<file path="src/design/cde_pkg.sv">
// ----------------------------------------------------------------------------
// cde_pkg
// Shared types and constants for the circular deque engine: capacity and
// derived widths, operation and status codes, cell commands, control states.
// ----------------------------------------------------------------------------
`default_nettype none

package cde_pkg;

    localparam int CAPACITY = 16;
    localparam int CNT_W    = $clog2(CAPACITY + 1);
    localparam int IDX_W    = $clog2(CAPACITY);
    localparam int DATA_W   = 32;

    localparam logic [2:0] OP_PUSH_FRONT = 3'd0;
    localparam logic [2:0] OP_PUSH_BACK  = 3'd1;
    localparam logic [2:0] OP_POP_FRONT  = 3'd2;
    localparam logic [2:0] OP_POP_BACK   = 3'd3;
    localparam logic [2:0] OP_DUMP       = 3'd4;

    localparam logic [1:0] STS_DONE      = 2'd0;
    localparam logic [1:0] STS_OVERFLOW  = 2'd1;
    localparam logic [1:0] STS_UNDERFLOW = 2'd2;

    typedef enum logic [2:0] {
        CELL_HOLD,
        CELL_TAKE_LEFT,
        CELL_TAKE_RIGHT,
        CELL_PUT_BACK,
        CELL_ROTATE
    } t_cell_op;

    typedef struct packed {
        t_cell_op                  op;
        logic signed [DATA_W-1:0]  value;
        logic [IDX_W-1:0]          sel;
    } t_chain_cmd;

    typedef enum logic {
        S_IDLE,
        S_DUMP
    } t_state;

endpackage

`default_nettype wire

</file>
<file path="src/design/cde_cell.sv">
// ----------------------------------------------------------------------------
// cde_cell
// One position of the deque row: holds one entry and loads it from its left
// neighbor, its right neighbor, the pushed value or the front entry.
// ----------------------------------------------------------------------------
`default_nettype none

module cde_cell (
    input  wire                             i_clk,
    input  cde_pkg::t_cell_op               i_op,
    input  wire                             i_match,
    input  wire signed [cde_pkg::DATA_W-1:0] i_value,
    input  wire signed [cde_pkg::DATA_W-1:0] i_left,
    input  wire signed [cde_pkg::DATA_W-1:0] i_right,
    input  wire signed [cde_pkg::DATA_W-1:0] i_wrap,
    output logic signed [cde_pkg::DATA_W-1:0] o_data
);

    logic signed [cde_pkg::DATA_W-1:0] r_data;
    logic signed [cde_pkg::DATA_W-1:0] n_data;

    always_comb begin
        n_data = r_data;
        unique case (i_op)
            cde_pkg::CELL_HOLD:       n_data = r_data;
            cde_pkg::CELL_TAKE_LEFT:  n_data = i_left;
            cde_pkg::CELL_TAKE_RIGHT: n_data = i_right;
            cde_pkg::CELL_PUT_BACK:   n_data = i_match ? i_value : r_data;
            // tail cell closes the ring with the front entry
            cde_pkg::CELL_ROTATE:     n_data = i_match ? i_wrap : i_right;
            default:                  n_data = r_data;
        endcase
    end

    always_ff @(posedge i_clk) begin
        r_data <= n_data;
    end

    assign o_data = r_data;

endmodule

`default_nettype wire

</file>
<file path="src/design/cde_chain.sv">
// ----------------------------------------------------------------------------
// cde_chain
// Row of deque cells, front at position zero. Wires each cell to its
// neighbors and decodes the selected position for back pushes and rotation.
// ----------------------------------------------------------------------------
`default_nettype none

module cde_chain (
    input  wire                               i_clk,
    input  cde_pkg::t_chain_cmd               i_cmd,
    output logic signed [cde_pkg::DATA_W-1:0] o_head
);

    logic signed [cde_pkg::DATA_W-1:0] w_data [cde_pkg::CAPACITY];

    for (genvar g = 0; g < cde_pkg::CAPACITY; g++) begin : g_cell
        logic                              w_match;
        logic signed [cde_pkg::DATA_W-1:0] w_left;
        logic signed [cde_pkg::DATA_W-1:0] w_right;

        assign w_match = (i_cmd.sel == cde_pkg::IDX_W'(g));

        if (g == 0) begin : g_first
            assign w_left = i_cmd.value;
        end else begin : g_mid_l
            assign w_left = w_data[g-1];
        end

        if (g == cde_pkg::CAPACITY - 1) begin : g_last
            assign w_right = w_data[g];
        end else begin : g_mid_r
            assign w_right = w_data[g+1];
        end

        cde_cell u_cell (
            .i_clk   (i_clk),
            .i_op    (i_cmd.op),
            .i_match (w_match),
            .i_value (i_cmd.value),
            .i_left  (w_left),
            .i_right (w_right),
            .i_wrap  (w_data[0]),
            .o_data  (w_data[g])
        );
    end

    assign o_head = w_data[0];

endmodule

`default_nettype wire

</file>
<file path="src/design/circular_deque_engine.sv">
// ----------------------------------------------------------------------------
// circular_deque_engine
// Bounded double-ended queue of signed 32-bit entries held in a row of
// shifting cells, with push/pop at both ends and a front-to-back dump.
// ----------------------------------------------------------------------------
//
//   channel   valid        ready        payload
//   input     i_in_valid   o_in_ready   i_operation, i_value
//   output    o_out_valid  i_out_ready  o_status, o_entry_value, o_last
//
// a dump takes the request and then makes one rotation of the cell row per
// entry, after which the row is back in order.
// the input is taken only in idle with the result register free or draining.
// a stalled output holds its result and the dump waits with it.
// reset clears the count and control; cell contents need no reset.
// ----------------------------------------------------------------------------
`default_nettype none

module circular_deque_engine (
    input  wire                               i_clk,
    input  wire                               i_rst_n,
    input  wire                               i_in_valid,
    output logic                              o_in_ready,
    input  wire [2:0]                         i_operation,
    input  wire signed [cde_pkg::DATA_W-1:0]  i_value,
    output logic                              o_out_valid,
    input  wire                               i_out_ready,
    output logic [1:0]                        o_status,
    output logic signed [cde_pkg::DATA_W-1:0] o_entry_value,
    output logic                              o_last
);

    cde_pkg::t_state                   r_state, n_state;
    logic [cde_pkg::CNT_W-1:0]         r_count, n_count;
    logic [cde_pkg::IDX_W-1:0]         r_k, n_k;
    logic                              r_out_valid;
    logic [1:0]                        r_status;
    logic signed [cde_pkg::DATA_W-1:0] r_entry;
    logic                              r_last;

    logic                              w_slot_free;
    logic                              w_in_acc;
    logic                              w_full;
    logic                              w_empty;
    logic                              w_dump_last;
    logic signed [cde_pkg::DATA_W-1:0] w_head;
    cde_pkg::t_chain_cmd               w_cmd;

    logic                              res_load;
    logic [1:0]                        res_status;
    logic signed [cde_pkg::DATA_W-1:0] res_entry;
    logic                              res_last;

    assign w_slot_free = !r_out_valid || i_out_ready;
    assign o_in_ready  = (r_state == cde_pkg::S_IDLE) && w_slot_free;
    assign w_in_acc    = i_in_valid && o_in_ready;
    assign w_full      = (r_count == cde_pkg::CNT_W'(cde_pkg::CAPACITY));
    assign w_empty     = (r_count == '0);
    assign w_dump_last = ((cde_pkg::CNT_W'(r_k) + cde_pkg::CNT_W'(1)) == r_count);

    cde_chain u_chain (
        .i_clk  (i_clk),
        .i_cmd  (w_cmd),
        .o_head (w_head)
    );

    // next state
    always_comb begin
        n_state = r_state;
        unique case (r_state)
            cde_pkg::S_IDLE: begin
                if (w_in_acc && (i_operation == cde_pkg::OP_DUMP) && !w_empty) begin
                    n_state = cde_pkg::S_DUMP;
                end
            end
            cde_pkg::S_DUMP: begin
                if (w_slot_free && w_dump_last) begin
                    n_state = cde_pkg::S_IDLE;
                end
            end
            default: n_state = cde_pkg::S_IDLE;
        endcase
    end

    // cell commands, count and result
    always_comb begin
        w_cmd.op    = cde_pkg::CELL_HOLD;
        w_cmd.value = i_value;
        w_cmd.sel   = '0;
        n_count     = r_count;
        n_k         = r_k;
        res_load    = 1'b0;
        res_status  = cde_pkg::STS_DONE;
        res_entry   = '0;
        res_last    = 1'b1;
        unique case (r_state)
            cde_pkg::S_IDLE: begin
                if (w_in_acc) begin
                    unique case (i_operation)
                        cde_pkg::OP_PUSH_FRONT: begin
                            res_load = 1'b1;
                            if (w_full) begin
                                res_status = cde_pkg::STS_OVERFLOW;
                            end else begin
                                w_cmd.op = cde_pkg::CELL_TAKE_LEFT;
                                n_count  = r_count + cde_pkg::CNT_W'(1);
                            end
                        end
                        cde_pkg::OP_PUSH_BACK: begin
                            res_load = 1'b1;
                            if (w_full) begin
                                res_status = cde_pkg::STS_OVERFLOW;
                            end else begin
                                w_cmd.op  = cde_pkg::CELL_PUT_BACK;
                                w_cmd.sel = r_count[cde_pkg::IDX_W-1:0];
                                n_count   = r_count + cde_pkg::CNT_W'(1);
                            end
                        end
                        cde_pkg::OP_POP_FRONT: begin
                            res_load = 1'b1;
                            if (w_empty) begin
                                res_status = cde_pkg::STS_UNDERFLOW;
                            end else begin
                                w_cmd.op = cde_pkg::CELL_TAKE_RIGHT;
                                n_count  = r_count - cde_pkg::CNT_W'(1);
                            end
                        end
                        cde_pkg::OP_POP_BACK: begin
                            res_load = 1'b1;
                            if (w_empty) begin
                                res_status = cde_pkg::STS_UNDERFLOW;
                            end else begin
                                n_count = r_count - cde_pkg::CNT_W'(1);
                            end
                        end
                        cde_pkg::OP_DUMP: begin
                            if (w_empty) begin
                                res_load   = 1'b1;
                                res_status = cde_pkg::STS_UNDERFLOW;
                            end else begin
                                n_k = '0;
                            end
                        end
                        default: begin
                            // unused codes: request taken, nothing changes
                        end
                    endcase
                end
            end
            cde_pkg::S_DUMP: begin
                if (w_slot_free) begin
                    res_load  = 1'b1;
                    res_entry = w_head;
                    res_last  = w_dump_last;
                    w_cmd.op  = cde_pkg::CELL_ROTATE;
                    w_cmd.sel = cde_pkg::IDX_W'(r_count - cde_pkg::CNT_W'(1));
                    n_k       = r_k + cde_pkg::IDX_W'(1);
                end
            end
            default: begin
            end
        endcase
    end

    always_ff @(posedge i_clk) begin
        if (!i_rst_n) begin
            r_state     <= cde_pkg::S_IDLE;
            r_count     <= '0;
            r_k         <= '0;
            r_out_valid <= 1'b0;
        end else begin
            r_state <= n_state;
            r_count <= n_count;
            r_k     <= n_k;
            if (res_load) begin
                r_out_valid <= 1'b1;
            end else if (i_out_ready) begin
                r_out_valid <= 1'b0;
            end
        end
    end

    always_ff @(posedge i_clk) begin
        if (res_load) begin
            r_status <= res_status;
            r_entry  <= res_entry;
            r_last   <= res_last;
        end
    end

    assign o_out_valid   = r_out_valid;
    assign o_status      = r_status;
    assign o_entry_value = r_entry;
    assign o_last        = r_last;

endmodule

`default_nettype wire
</file>
<file path="config.mk">
export PLATFORM = sky130hd
export DESIGN_NAME = circular_deque_engine
export DESIGN_NICKNAME = d
export VERILOG_FILES = /design/src/design/cde_pkg.sv /design/src/design/cde_cell.sv /design/src/design/cde_chain.sv /design/src/design/circular_deque_engine.sv
export SDC_FILE = /design/constraint.sdc
export NUM_CORES = 1
export LEC_CHECK = 0
export BUFFER_PORTS_ARGS = -buffer_cell sky130_fd_sc_hd__buf_2
export CAP_MARGIN = 10
export CORE_UTILIZATION = 40
export DETAILED_ROUTE_END_ITERATION = 16
export SKIP_CTS_REPAIR_TIMING = 1
export SLEW_MARGIN = 20
export SYNTH_ARGS = -nofsm -noshare
export SYNTH_HDL_FRONTEND = slang
export SYNTH_HIERARCHICAL = 1
export SYNTH_SLANG_ARGS = --single-unit
</file>
<file path="constraint.sdc">
create_clock -name i_clk -period 12.8 [get_ports i_clk]
set_input_delay 1.92 -clock i_clk [delete_from_list [all_inputs] [get_ports i_clk]]
set_output_delay 1.92 -clock i_clk [all_outputs]
set_load 0.1 [all_outputs]
</file>
==> flow_metrics.tcl <==
set metrics [dict create \
    status "finished clean" \
    hpwl_um 87200 \
    synth-compound-area-share_pct 25.6 \
    drt_first_pass_iters 6 \
    hold-worst-slack_ns 0.499 \
    diodes 0 \
    start_kind "input pin" \
    async_flop_share_pct 0 \
    max-vdd-ir-drop_mv 0.0774 \
    antenna_found_initial 0 \
    clock-sinks 558 \
    cp_max_fo 207 \
    finalSetupViolCount 0 \
    crit_family "buffers and inverters" \
    vias 36700 \
    hold_class "reg2reg" \
    synth_ff_type "edfxtp_1" \
    numPortBuffers 75 \
    dieArea_um2 109000 \
    cts_htree_levels 3 \
    grt_usage_pct 23.8 \
    wire_per_inst_um 24.4 \
    crit_path_end_kind "register" \
    die_x_um 330 \
    syn_inst 4307 \
    drv_slew 0 \
    clock_latency_ns 0.63 \
    fin_skew_ns 0.0180 \
    synth_edf_count 547 \
    synth-simple-area-share_pct 14.4 \
    final_common_cell "edfxtp_1" \
    yosysWarnings 6 \
    start_util_pct 40.3 \
    slew_headroom_pct 27.3 \
    finalWeightedCongestion 0.813 \
    clkSlewWorstSetupHoldPaths_ns 0.06 \
    synthMuxAreaShare_pct 12.5 \
    final_cell_mix "edfxtp_1 (547), o21ai_0 (375), inv_1 (373)" \
    drtIter0Drc 4797 \
    drv_cap 0 \
    netlist_area_um2 43100 \
    synthDistinctLibCells 57 \
    leakage_nw 14.9 \
    preCtsSetupSlack_ns 6.06 \
    p_per_area_nw_per_um2 114 \
    multiInputGateArea_um2 23000 \
    crit_buf_inv 5 \
    setup_slack_ns 6.53 \
    cpMaxStageDelayCell "buf_4" \
    syn-num-nets 4349 \
    synth_top_family_by_area "compound AO/OA/AOI/OAI gates" \
    synth_seq_cells 558 \
    fin_nets 4097 \
    tns_ns 0 \
    regArea_um2 16600 \
    synthXorXnorAreaFrac_pct 0.203 \
    root_buffer "clkbuf_16" \
    critical_path_class "in2reg" \
    cts_buffers 69 \
    nFillCells 10100 \
    viasPerCell 6.67 \
    ant_nets 0 \
    grt_start_max_net_pins 247 \
    num_io_pins 76 \
    ys_seq_area_share_pct 38.6 \
    synthAdderAreaFrac_pct 0.0871 \
    rsz0062_at_grt "no" \
    area_growth_syn_to_layout_pct 7.15 \
    gr-total-overflow 0 \
    cp_cell_sequence "buf_2, nand2b_1, buf_4, and2_1, and3_4, buf_12, buf_4, buf_4, or3b_2, o221ai_1, a311oi_1" \
    layout_min_cycle_time_ns 6.27 \
    grt_pass1_vias 33200 \
    cts_tree "built" \
    cts_buffer_depth 3 \
    timing.fmax_mhz 159 \
    timing_hold_violations_final 0 \
    min_period_over_period_pct 49.0 \
    drcViolationCount 0 \
    rows 120 \
    arrival_ns 6.60 \
    cpMostUsedCell "buf_4" \
    coreArea_um2 107000 \
    die_height_um 330 \
    grt_first_pass_wirelength_um 209000 \
    syn_area_per_cell_um2 10.0 \
    cp.required_ns 13.12 \
    wirelength_um 134000 \
    worstMarginPinSlew_ns 1.09 \
    max_stage_delay_ns 0.84 \
    drive_gt1_share_pct 25.8 \
]
-- worst min-delay path: stages, from the launching register on --
cell	delay (ns)
dfxtp_1	0.32
nand3_1	0.07
a21oi_1	0.06
-- per-stage QoR --
step	cells	cell area (um2)	power [mW]	util, %
after floorplan	4307	43100	3.05	-
after global placement	5378	43800	3.32	41.0
after detailed placement	5379	43800	3.34	41.0
after CTS	5502	46000	5.28	43.0
after global routing	5510	46200	5.47	43.2
final	5510	46200	5.29	43.2
-- registers in the layout, indices dropped and copies added (netlist names) --
| register | cells |
|---|---|
| r_count | 5 |
| o_entry_value | 32 |
| o_status | 2 |
| r_k | 4 |
| r_state | 1 |
| o_out_valid | 1 |
| u_chain/g_cell.u_cell/o_data | 512 |
| o_last | 1 |
-- per-layer routing --
metal / global-route usage [%] / wire length [um] / vias up
met1: 37.8 / 64600 / 18000
met4: 4.37 / 1800 / 0
met5: 0 / 0 / -
met2: 33.9 / 56600 / 1720
met3: 3.29 / 11300 / 131
li1: - / - / 16900
-- cell type report --
type,instances,share of cell area [%]
clock buffer,85,3.96
sequential,558,36.0
multi-input combinational,2893,49.9
inverter,374,3.05
tap,1403,3.80
clock inverter,38,0.653
timing repair buffer,159,2.62
-- final timing paths --
| kind | startpoint | end | slack (ns) | cells past startpoint |
|---|---|---|---|---|
| max | i_out_ready | u_chain/g_cell[2].u_cell/o_data[31] | 6.53 | 11 |
| min | r_k[1] | r_k[1] | 0.50 | 2 |
| max reg2reg | r_count[0] | u_chain/g_cell[2].u_cell/o_data[31] | 7.40 | 11 |
| min reg2reg | r_k[1] | r_k[1] | 0.50 | 2 |
-- power breakdown --
group | internal, mW | total, mW | switching (mW)
Clock | 1.11 | 1.94 | 0.829
Combinational | 0.365 | 0.910 | 0.545
Sequential | 2.23 | 2.44 | 0.204
Total | 3.71 | 5.29 | 1.58
-- synth_stat cells, types with 17 or more instances --
cell / count / area, um2
o21ai_0: 376 / 1880
or4b_1: 80 / 801
a31oi_1: 17 / 106
mux2i_1: 178 / 1780
nand3b_1: 17 / 128
a2111oi_0: 17 / 149
nand2_1: 27 / 101
o221ai_1: 320 / 2800
buf_2: 176 / 881
buf_6: 17 / 191
o22ai_1: 162 / 1010
buf_4: 39 / 293
and3_1: 34 / 213
a311oi_1: 320 / 2800
mux2_2: 321 / 3610
or4b_2: 80 / 801
inv_1: 373 / 1400
edfxtp_1: 547 / 16400
nor2b_1: 83 / 519
or3b_2: 336 / 2940
clkbuf_1: 250 / 938
a211oi_1: 33 / 248
nand3_1: 20 / 100
a21oi_1: 360 / 1800
-- logic make-up (layout without fill, tap and decap cells) --
kind of cell,Yosys count,in the layout
compound gates,1628,1628
buf+inv,856,656
simple gates,753,753
flops,558,558
mux,499,499
xor+xnor,10,10
fa+ha+maj,3,3
(Power assumes the default switching activity.)
